===== config.mk =====
export PLATFORM = sky130hd
export DESIGN_NAME = hsl_to_rgb_converter
export DESIGN_NICKNAME = d
export VERILOG_FILES = /design/src/sv/h2r_pkg.sv /design/src/sv/h2r_front.sv /design/src/sv/h2r_channel.sv /design/src/sv/hsl_to_rgb_converter.sv
export SDC_FILE = /design/constraint.sdc
export NUM_CORES = 2
export LEC_CHECK = 0
export BUFFER_PORTS_ARGS = -buffer_cell sky130_fd_sc_hd__buf_2
export CAP_MARGIN = 20
export CORE_MARGIN = 2
export CORE_UTILIZATION = 60
export CTS_BUF_LIST = sky130_fd_sc_hd__clkbuf_4
export CTS_CLUSTER_SIZE = 10
export DETAILED_ROUTE_END_ITERATION = 12
export GPL_TIMING_DRIVEN = 1
export PLACE_DENSITY = 0.79
export SLEW_MARGIN = 20
export SYNTH_ARGS = -nofsm -noshare
export SYNTH_HDL_FRONTEND = slang
export SYNTH_HIERARCHICAL = 1
export SYNTH_SLANG_ARGS = --single-unit

===== constraint.sdc =====
create_clock -name clk -period 6.6 [get_ports clk]
set_input_delay 0.66 -clock clk [delete_from_list [all_inputs] [get_ports clk]]
set_output_delay 0.66 -clock clk [all_outputs]
set_load 0.02 [all_outputs]

===== src/sv/h2r_pkg.sv =====
// shared constants and types for the hsl to rgb converter
package h2r_pkg;

  localparam int unsigned IN_W  = 16;   // width of hue, saturation, lightness ports
  localparam int unsigned OUT_W = 8;    // width of red, green, blue ports

  localparam logic [OUT_W-1:0] BYTE_MAX = {OUT_W{1'b1}};

  // piecewise segment of one channel over the scaled hue
  typedef enum logic [1:0] {
    SEG_RISE,
    SEG_HIGH,
    SEG_FALL,
    SEG_LOW
  } seg_t;

endpackage


===== src/sv/h2r_front.sv =====
// front stages: input clipping, q and p formation, per-channel hue positions
module h2r_front #(
  parameter int unsigned FRAC_BITS = 16
) (
  input  logic                            clk,
  input  logic                            rst,
  input  logic                            in_vld,
  input  logic [h2r_pkg::IN_W-1:0]        hue,
  input  logic [h2r_pkg::IN_W-1:0]        saturation,
  input  logic [h2r_pkg::IN_W-1:0]        lightness,
  output logic                            vld,
  output logic [FRAC_BITS:0]              p,
  output logic [FRAC_BITS:0]              q,
  output logic [FRAC_BITS+2:0]            t_red,
  output logic [FRAC_BITS+2:0]            t_green,
  output logic [FRAC_BITS+2:0]            t_blue
);

  localparam int unsigned V_W = FRAC_BITS + 1;
  localparam int unsigned T_W = FRAC_BITS + 3;
  localparam int unsigned P_W = 2 * V_W;
  localparam int unsigned C_W = (h2r_pkg::IN_W > V_W) ? h2r_pkg::IN_W : V_W;

  localparam logic [C_W-1:0] ONE_C  = C_W'(1) << FRAC_BITS;
  localparam logic [V_W-1:0] HALF_V = V_W'(1) << (FRAC_BITS - 1);
  localparam logic [T_W-1:0] TWO_T  = T_W'(2) << FRAC_BITS;
  localparam logic [T_W-1:0] FOUR_T = T_W'(4) << FRAC_BITS;
  localparam logic [T_W-1:0] SIX_T  = T_W'(6) << FRAC_BITS;

  // stage 1: clipped inputs
  logic                 vld1;
  logic [FRAC_BITS-1:0] h1;
  logic [V_W-1:0]       s1;
  logic [V_W-1:0]       l1;

  logic [C_W-1:0] hue_c, sat_c, lig_c;

  always_comb begin
    hue_c = C_W'(hue);
    sat_c = C_W'(saturation);
    lig_c = C_W'(lightness);
  end

  always_ff @(posedge clk) begin
    if (rst) begin
      vld1 <= 1'b0;
    end else begin
      vld1 <= in_vld;
    end
    h1 <= hue_c[FRAC_BITS-1:0];
    s1 <= (sat_c > ONE_C) ? V_W'(ONE_C) : V_W'(sat_c);
    l1 <= (lig_c > ONE_C) ? V_W'(ONE_C) : V_W'(lig_c);
  end

  // stage 2: l*s product, q/p base terms, scaled hue positions
  logic           vld2;
  logic           lo2;
  logic [P_W-1:0] ls2;
  logic [P_W-1:0] aq2;
  logic [P_W-1:0] ap2;
  logic [T_W-1:0] tr2, tg2, tb2;

  logic [T_W-1:0] h6, tr_raw, tb_raw;
  logic           lo1;

  always_comb begin
    lo1    = (l1 < HALF_V);
    h6     = (T_W'(h1) << 2) + (T_W'(h1) << 1);
    tr_raw = h6 + TWO_T;
    // minus one third, wrapped without leaving the position width
    tb_raw = (h6 >= TWO_T) ? h6 - TWO_T : h6 + FOUR_T;
  end

  always_ff @(posedge clk) begin
    if (rst) begin
      vld2 <= 1'b0;
    end else begin
      vld2 <= vld1;
    end
    lo2 <= lo1;
    ls2 <= P_W'(l1) * P_W'(s1);
    aq2 <= lo1 ? P_W'(l1) : P_W'(l1) + P_W'(s1);
    ap2 <= lo1 ? P_W'(l1) : P_W'(l1) - P_W'(s1);
    tg2 <= h6;
    tr2 <= (tr_raw >= SIX_T) ? tr_raw - SIX_T : tr_raw;
    tb2 <= tb_raw;
  end

  // stage 3: q and p, truncated to the fraction width
  logic [P_W-1:0] q2w, p2w;

  always_comb begin
    q2w = (aq2 << FRAC_BITS) + (lo2 ? ls2 : -ls2);
    p2w = (ap2 << FRAC_BITS) + (lo2 ? -ls2 : ls2);
  end

  always_ff @(posedge clk) begin
    if (rst) begin
      vld <= 1'b0;
    end else begin
      vld <= vld2;
    end
    q       <= q2w[FRAC_BITS +: V_W];
    p       <= p2w[FRAC_BITS +: V_W];
    t_red   <= tr2;
    t_green <= tg2;
    t_blue  <= tb2;
  end

  a_q_ge_p: assert property (@(posedge clk) disable iff (rst) vld |-> (q >= p))
    else $error("q below p");
  a_q_le_one: assert property (@(posedge clk) disable iff (rst) vld |-> (q <= V_W'(ONE_C)))
    else $error("q above one");

endmodule


===== src/sv/h2r_channel.sv =====
// one color channel: segment select, ramp multiply, byte scaling
module h2r_channel #(
  parameter int unsigned FRAC_BITS = 16
) (
  input  logic                       clk,
  input  logic                       rst,
  input  logic                       in_vld,
  input  logic [FRAC_BITS:0]         p,
  input  logic [FRAC_BITS:0]         q,
  input  logic [FRAC_BITS+2:0]       t,
  output logic                       vld,
  output logic [h2r_pkg::OUT_W-1:0]  level
);

  localparam int unsigned V_W = FRAC_BITS + 1;
  localparam int unsigned T_W = FRAC_BITS + 3;
  localparam int unsigned P_W = 2 * V_W;
  localparam int unsigned B_W = V_W + h2r_pkg::OUT_W;

  localparam logic [T_W-1:0] ONE_T   = T_W'(1) << FRAC_BITS;
  localparam logic [T_W-1:0] THREE_T = T_W'(3) << FRAC_BITS;
  localparam logic [T_W-1:0] FOUR_T  = T_W'(4) << FRAC_BITS;

  // stage 1: segment, ramp position, span
  logic                 vld1;
  h2r_pkg::seg_t        seg1;
  logic [V_W-1:0]       d1, f1, p1, q1;
  h2r_pkg::seg_t        seg_c;
  logic [T_W-1:0]       f_c;

  always_comb begin
    if (t < ONE_T) begin
      seg_c = h2r_pkg::SEG_RISE;
      f_c   = t;
    end else if (t < THREE_T) begin
      seg_c = h2r_pkg::SEG_HIGH;
      f_c   = '0;
    end else if (t < FOUR_T) begin
      seg_c = h2r_pkg::SEG_FALL;
      f_c   = FOUR_T - t;
    end else begin
      seg_c = h2r_pkg::SEG_LOW;
      f_c   = '0;
    end
  end

  always_ff @(posedge clk) begin
    if (rst) begin
      vld1 <= 1'b0;
    end else begin
      vld1 <= in_vld;
    end
    seg1 <= seg_c;
    d1   <= q - p;
    f1   <= f_c[V_W-1:0];
    p1   <= p;
    q1   <= q;
  end

  // stage 2: ramp product
  logic           vld2;
  h2r_pkg::seg_t  seg2;
  logic [P_W-1:0] prod2;
  logic [V_W-1:0] p2, q2;

  always_ff @(posedge clk) begin
    if (rst) begin
      vld2 <= 1'b0;
    end else begin
      vld2 <= vld1;
    end
    seg2  <= seg1;
    prod2 <= P_W'(d1) * P_W'(f1);
    p2    <= p1;
    q2    <= q1;
  end

  // stage 3: channel value
  logic           vld3;
  logic [V_W-1:0] v3;
  logic [V_W-1:0] v_c;

  always_comb begin
    case (seg2)
      h2r_pkg::SEG_RISE: v_c = p2 + prod2[FRAC_BITS +: V_W];
      h2r_pkg::SEG_FALL: v_c = p2 + prod2[FRAC_BITS +: V_W];
      h2r_pkg::SEG_HIGH: v_c = q2;
      default:           v_c = p2;
    endcase
  end

  always_ff @(posedge clk) begin
    if (rst) begin
      vld3 <= 1'b0;
    end else begin
      vld3 <= vld2;
    end
    v3 <= v_c;
  end

  // stage 4: scale by 255, truncate, saturate
  logic [B_W-1:0] scaled;
  logic [B_W-1:0] byte_c;

  always_comb begin
    scaled = (B_W'(v3) << h2r_pkg::OUT_W) - B_W'(v3);
    byte_c = scaled >> FRAC_BITS;
  end

  always_ff @(posedge clk) begin
    if (rst) begin
      vld <= 1'b0;
    end else begin
      vld <= vld3;
    end
    level <= (byte_c > B_W'(h2r_pkg::BYTE_MAX)) ? h2r_pkg::BYTE_MAX
                                                : byte_c[h2r_pkg::OUT_W-1:0];
  end

  a_high_is_q: assert property (@(posedge clk) disable iff (rst)
    (vld2 && seg2 == h2r_pkg::SEG_HIGH) |=> (v3 == $past(q2)))
    else $error("flat top segment does not give q");

endmodule


===== src/sv/hsl_to_rgb_converter.sv =====
// top level of the hsl to rgb converter: front stages and three channel pipelines
// a pixel passes through the front stages and then the channel stages before its strobe
// throughput: one pixel per cycle, every cycle; busy stays low
// the result is shown for one cycle only, as the receiver cannot stall
// rst (synchronous) clears the valid bits of every stage; data registers hold junk
// the l*s and ramp multipliers each have their own pipeline stage
module hsl_to_rgb_converter #(
  parameter int unsigned FRAC_BITS = 16
) (
  input  logic                       clk,
  input  logic                       rst,
  input  logic                       start,
  output logic                       busy,
  input  logic [h2r_pkg::IN_W-1:0]   hue,
  input  logic [h2r_pkg::IN_W-1:0]   saturation,
  input  logic [h2r_pkg::IN_W-1:0]   lightness,
  output logic                       strobe,
  output logic [h2r_pkg::OUT_W-1:0]  red,
  output logic [h2r_pkg::OUT_W-1:0]  green,
  output logic [h2r_pkg::OUT_W-1:0]  blue
);

  // fully pipelined, so a transfer is possible in every cycle
  assign busy = 1'b0;

  logic                 accept;
  logic                 f_vld;
  logic [FRAC_BITS:0]   f_p, f_q;
  logic [FRAC_BITS+2:0] f_tr, f_tg, f_tb;
  logic                 vld_r, vld_g, vld_b;

  assign accept = start & ~busy;

  // q and p from lightness and saturation, hue scaled by six and offset per channel
  h2r_front #(
    .FRAC_BITS (FRAC_BITS)
  ) u_front (
    .clk        (clk),
    .rst        (rst),
    .in_vld     (accept),
    .hue        (hue),
    .saturation (saturation),
    .lightness  (lightness),
    .vld        (f_vld),
    .p          (f_p),
    .q          (f_q),
    .t_red      (f_tr),
    .t_green    (f_tg),
    .t_blue     (f_tb)
  );

  // red sits at hue plus one third, blue at hue minus one third
  h2r_channel #(
    .FRAC_BITS (FRAC_BITS)
  ) u_red (
    .clk    (clk),
    .rst    (rst),
    .in_vld (f_vld),
    .p      (f_p),
    .q      (f_q),
    .t      (f_tr),
    .vld    (vld_r),
    .level  (red)
  );

  h2r_channel #(
    .FRAC_BITS (FRAC_BITS)
  ) u_green (
    .clk    (clk),
    .rst    (rst),
    .in_vld (f_vld),
    .p      (f_p),
    .q      (f_q),
    .t      (f_tg),
    .vld    (vld_g),
    .level  (green)
  );

  h2r_channel #(
    .FRAC_BITS (FRAC_BITS)
  ) u_blue (
    .clk    (clk),
    .rst    (rst),
    .in_vld (f_vld),
    .p      (f_p),
    .q      (f_q),
    .t      (f_tb),
    .vld    (vld_b),
    .level  (blue)
  );

  // the three channel pipelines run in lockstep
  assign strobe = vld_g;

  a_lanes_lockstep: assert property (@(posedge clk) disable iff (rst)
    (vld_r == vld_g) && (vld_b == vld_g))
    else $error("channel pipelines out of step");

endmodule

Word-level counts from Yosys, hierarchy flattened

Cells that the tools add are included.

$add $sub $neg: 20
$mul: 4
Divide/modulo/power cells: 0
$lt $le $gt $ge: 17
Equal/unequal tests: 6
Shift-type cells: 0
Muxes and demuxes: 24
Bitwise gates (word level): 0
Reduce and logical (&&, ||, !) cells: 9

Operator list:

| cell                     | count |
|---|---|
| $mux W17                 | 11 |
| $mul A17 B17 Y33         | 4 |
| $pmux W17 S2             | 3 |
| $sub A25 B17 Y25         | 3 |
| $add A17 B17 Y17         | 4 |
| $add A33 B33 Y33         | 2 |
| $mux W33                 | 2 |
| $lt A19 B17 Y1 const B   | 3 |
| $lt A19 B18 Y1 const B   | 3 |
| $lt A19 B19 Y1 const B   | 3 |
| $sub A1 B17 Y17 const A  | 3 |
| $mux W19                 | 2 |
| $gt A16 B17 Y1 const B   | 2 |
| $sub A17 B17 Y17         | 2 |
| $neg A33 Y33             | 1 |
| $gt A9 B8 Y1 const B     | 3 |
| $add A18 B17 Y19         | 1 |
| $add A19 B18 Y19 const B | 1 |
| $add A19 B19 Y19 const B | 1 |
| $ge A19 B18 Y1 const B   | 1 |
| $ge A19 B19 Y1 const B   | 1 |
| $sub A19 B18 Y19 const B | 1 |
| $sub A19 B19 Y19 const B | 1 |
| $lt A17 B16 Y1 const B   | 1 |
| other kinds (5)          | 21 |

Register bits after elaboration: 595
Bits in latches: 0
RAM bits: 0
ROM bits: 0
Input bits: 51
Output and inout bits: 26
Word-level logic and storage cells: 128
Memories: 0

Depth between registers and ports, before layout

Depth after elaboration: 4
Depth in mapped cells: 25
Depth with buffers taken out: 23

Modules after synthesis

Netlist, hierarchy kept.

By module, submodules not included:

| module                | times used | cells an instance | area each (µm²) | seq. area each (µm²) |
|---|---|---|---|---|
| h2r_front             | 1          | 1,914             | 17,458.0        | 3,923.8 |
| h2r_channel (u_green) | 1          | 1,642             | 15,030.7        | 3,042.9 |
| h2r_channel (u_blue)  | 1          | 1,628             | 14,968.1        | 3,042.9 |
| h2r_channel (u_red)   | 1          | 1,580             | 14,667.8        | 3,042.9 |
| hsl_to_rgb_converter  | 1          | 2                 | 11.3            | 0.0 |

Least setup slack after synthesis

OpenSTA, ideal clock, no wires.

Kind: register -> register
Start: reg u_front.l1[15]
End: reg u_front.ls2[32]
Setup time: 0.122 ns
Data arrival time: 6.236 ns
Required time: 6.478 ns
Slack: 0.243 ns
Cell stages (with the launch flop): 24
Buffers on the path: 3
Clock period less this slack: 6.357 ns
Cells stage by stage: dfxtp_1 clkbuf_1 clkbuf_1 buf_1 nand2_1 fa_1 fa_1 inv_1 fa_1 fa_1 fa_1 inv_1 fa_1 inv_1 ha_1 nand3_1 a31oi_1 o31a_1 o31ai_1 nand3b_1 a31oi_1 o21ai_0 and2_1 o311a_1

Longest elaborated chain between the ends: 1

RTL lines:

| what                     | line            | RTL |
|---|---|---|
| start: declaration       | h2r_front.sv:34 | `logic [V_W-1:0] l1;` |
| start signal: assignment | h2r_front.sv:52 | `l1 <= (lig_c > ONE_C) ? V_W'(ONE_C) : V_W'(lig_c);` |
| $mul A17 B17 Y33         | h2r_front.sv:81 | `ls2 <= P_W'(l1) * P_W'(s1);` |
| end signal: assignment   | h2r_front.sv:81 |  |
| end: declaration         | h2r_front.sv:58 | `logic [P_W-1:0] ls2;` |

Every way passes these cells.
A chain may end at the register's enable or synchronous reset.

Worst setup path after layout

Start: reg u_green.d1[7]
End: reg u_green.prod2[28]

Longest elaborated chain between the ends: 1

RTL lines:

| what                     | line              | RTL |
|---|---|---|
| start: declaration       | h2r_channel.sv:27 | `logic [V_W-1:0] d1, f1, p1, q1;` |
| start signal: assignment | h2r_channel.sv:54 | `d1 <= q - p;` |
| $mul A17 B17 Y33         | h2r_channel.sv:73 | `prod2 <= P_W'(d1) * P_W'(f1);` |
| end signal: assignment   | h2r_channel.sv:73 |  |
| end: declaration         | h2r_channel.sv:63 | `logic [P_W-1:0] prod2;` |

Every way passes these cells.

==> parameters.txt <==
Parameter                              Value

Finish
  Layout cells sized above 1    a little over 8%
  Post-route insts no fill    approximately 8500
  Final standard cell area without fillers    0.0668 mm^2
  Final #Nets    8516
  Register containing the most flip-flops in the final layout    u_front/ls2
  Multi-input gate area in the final layout    around 0.043 mm^2
  Registers with the highest flip-flop counts    u_front/ls2 x33, u_front/t_green x18, u_front/tg2 x18
  Sequential cell area    about 0.013 mm^2
  Max FFs per register    33
  Filler cells    ~8100
  Most common cell after layout, fill and taps aside    inv_1
  Layout overhead on the synthesized area    7.90%
  Highest-count cells in the layout ignoring fill and taps    inv_1, fa_1, nand2_1

Worst setup path
  Capturing instance or port of the critical path    u_green/prod2[28]
  Number of gates on the worst path with buffers counted    20
  R2r worst-path depth    20
  Cells along the critical path    buf_4 -> nand2_1 -> fa_1 -> inv_1 -> fa_1 -> fa_1 -> fa_1 -> fa_1 -> inv_1 -> fa_1 -> inv_1 -> ha_1 -> a21oi_1 -> o21ai_0 -> nor2b_1 -> o21ai_0 -> a21boi_0 -> buf_4 -> a41o_1 -> xor2_1
  Required time of the worst setup path    ~7.6 ns
  Gate family responsible for the most delay along the worst path    adder cells
  CP arrival    ~7.3 ns
  Launch point of the worst path    u_green/d1[7]
  Register-to-Register Setup Slack    0.28 ns
  Critical Setup Path Class    flip-flop to flip-flop
  Slowest cell on the critical path    dfxtp_1
  Reg2Reg Launch Point    u_green/d1[7]
  Kind of capture point of the worst setup path    flip-flop
  Max Fanout on Critical Path    9
  Delay contributed by the slowest stage of the critical path    0.66 ns
  Buffers and inverters on the worst path    5
  RR Endpoint    u_green/prod2[28]
  Category of the worst setup path launch point    flip-flop
  Crit-path most repeated cell    fa_1

Timing
  Final worst path period need    between 6 and 7 ns
  Transition at the pin with the smallest max-transition slack    1.10 ns
  FMAX    approximately 160 MHz
  Part of the cycle the worst path needs    between 90% and 100%
  Setup-failing EPs final    0
  Final Max Slew Viols    0
  Smallest setup slack after layout    0.280 ns
  RSZ-0062 raised after global routing    no
  Worst hold-check slack    ~0.25 ns
  Slew margin rel.    around a quarter
  Final-report hold violation count    0
  Final clock skew    0.0742 ns

Global routing
  Routing usage on met2    approximately 51%
  Global-route met1 utilization    between 30% and 40%
  Total gr overflow    0
  Overall routing resource usage    ~30%
  Met3 global-route usage    between 4 and 5%
  Largest net degree at the start of global routing    53
  Number of global-route vias before repair    between 40000 and 50000
  Initial antenna violation count    7
  Most used routing layer in global routing    met2
  First-pass GRT wire length    between 200000 and 300000 um

Outcome
  Run status    finished, final reports clean

Drt
  Vias per Instance    between 5 and 6
  Routed wirelength normalized by instance count    approximately 18 um
  Final wirelength    roughly 150000 um
  Via count    between 40000 and 50000
  Number of design rule violations left after detail routing    0
  First-pass DRT Iterations    6
  Iteration-0 DRC count of the detailed router    3598
  Post-DRT Antenna Nets    0

Clock tree
  Post-CTS Setup Inserts    0
  Number of clock buffers inserted by TritonCTS    approximately 160
  CTS clock-pin slew for the worst setup and hold paths    ~0.06 ns
  CTS HTree Levels    4
  Clock Tree Buf Depth    3
  CTS tree    done
  Clock tree root buffer cell    clkbuf_4
  Clock insertion delay at the later pin of the skew report    ~1.1 ns
  Number of sinks handled by clock tree synthesis    ~640

Die
  Overall die height    325 um
  Overall die area    between 0.1 and 0.15 mm^2
  Placeable core area    roughly 0.10 mm^2
  Row Count    roughly 120
  Effective utilization at floorplan    roughly 61%
  Die X-Extent    325 um
  Boundary Pins    a little under 80

Placed design
  Dpl hpwl    around 120000 um
  Port-buffer cells    75
  Dpl ws    -0.0584 ns
  Total cell area at the placement stage    0.0641 mm^2
  Number of placed instances, taps included    about 8100
  Weighted congestion at the end of routability-driven global placement    0.942

Min path
  Hold Crit Class    input pin to flip-flop
  Hold Path Origin    lightness[1]

Yosys
  Number of warnings printed during yosys synthesis    6
  Syn Std Cell Area    about 0.062 mm^2
  Cells after synthesis    6750
  Mean area per synthesized cell    a little over 9 um^2

Job
  Maximum capacitance violations    0
==> layer usage <==
metal | up-vias | wire length [um]
li1 | 21600 | -
met5 | - | 34
met1 | 23000 | 61800
met3 | 418 | 10900
met4 | 4 | 6580
met2 | 1770 | 74400
==> layout make-up <==
class	instances	area share, %
multi-input combinational	4614	64.8
sequential	644	19.3
inverter	1263	7.09
timing repair buffer	276	3.03
tap	1368	2.56
clock buffer	219	2.46
clock inverter	63	0.685
antenna	3	0.0112
==> timing repair <==
item / 4_1_cts / 5_1_grt
setup endpoints to repair: 1 / 25
hold buffers: 51 / 0
hold endpoints to repair: 55 / 0
resized for setup: 1 / 33
==> through the flow <==
| stage | TNS [ns] | util [%] |
|---|---|---|
| 3_5_place_dp | -0.0584 | 62.9 |
| 5_1_grt | 0 | 65.5 |
| 4_1_cts | 0 | 65.4 |
| 3_3_place_gp | 0 | 62.9 |
| 6_report | 0 | 65.5 |
| 2_1_floorplan | 0 | - |
==> worst min-delay path by stage <==
stage,depth (start not counted),to,slack (ns)
floorplan,0,u_blue/p2[0],0.31
global placement,0,u_blue/q2[15],0.31
detailed placement,0,u_front/t_green[10],0.31
CTS,2,u_front/s1[8],0.16
global route,2,u_front/l1[10],0.21
finish,2,u_front/l1[1],0.25
Power is left out: the tool's default activity adds up to more than one toggle a clock period on the data nets, which glitch-free logic cannot reach.
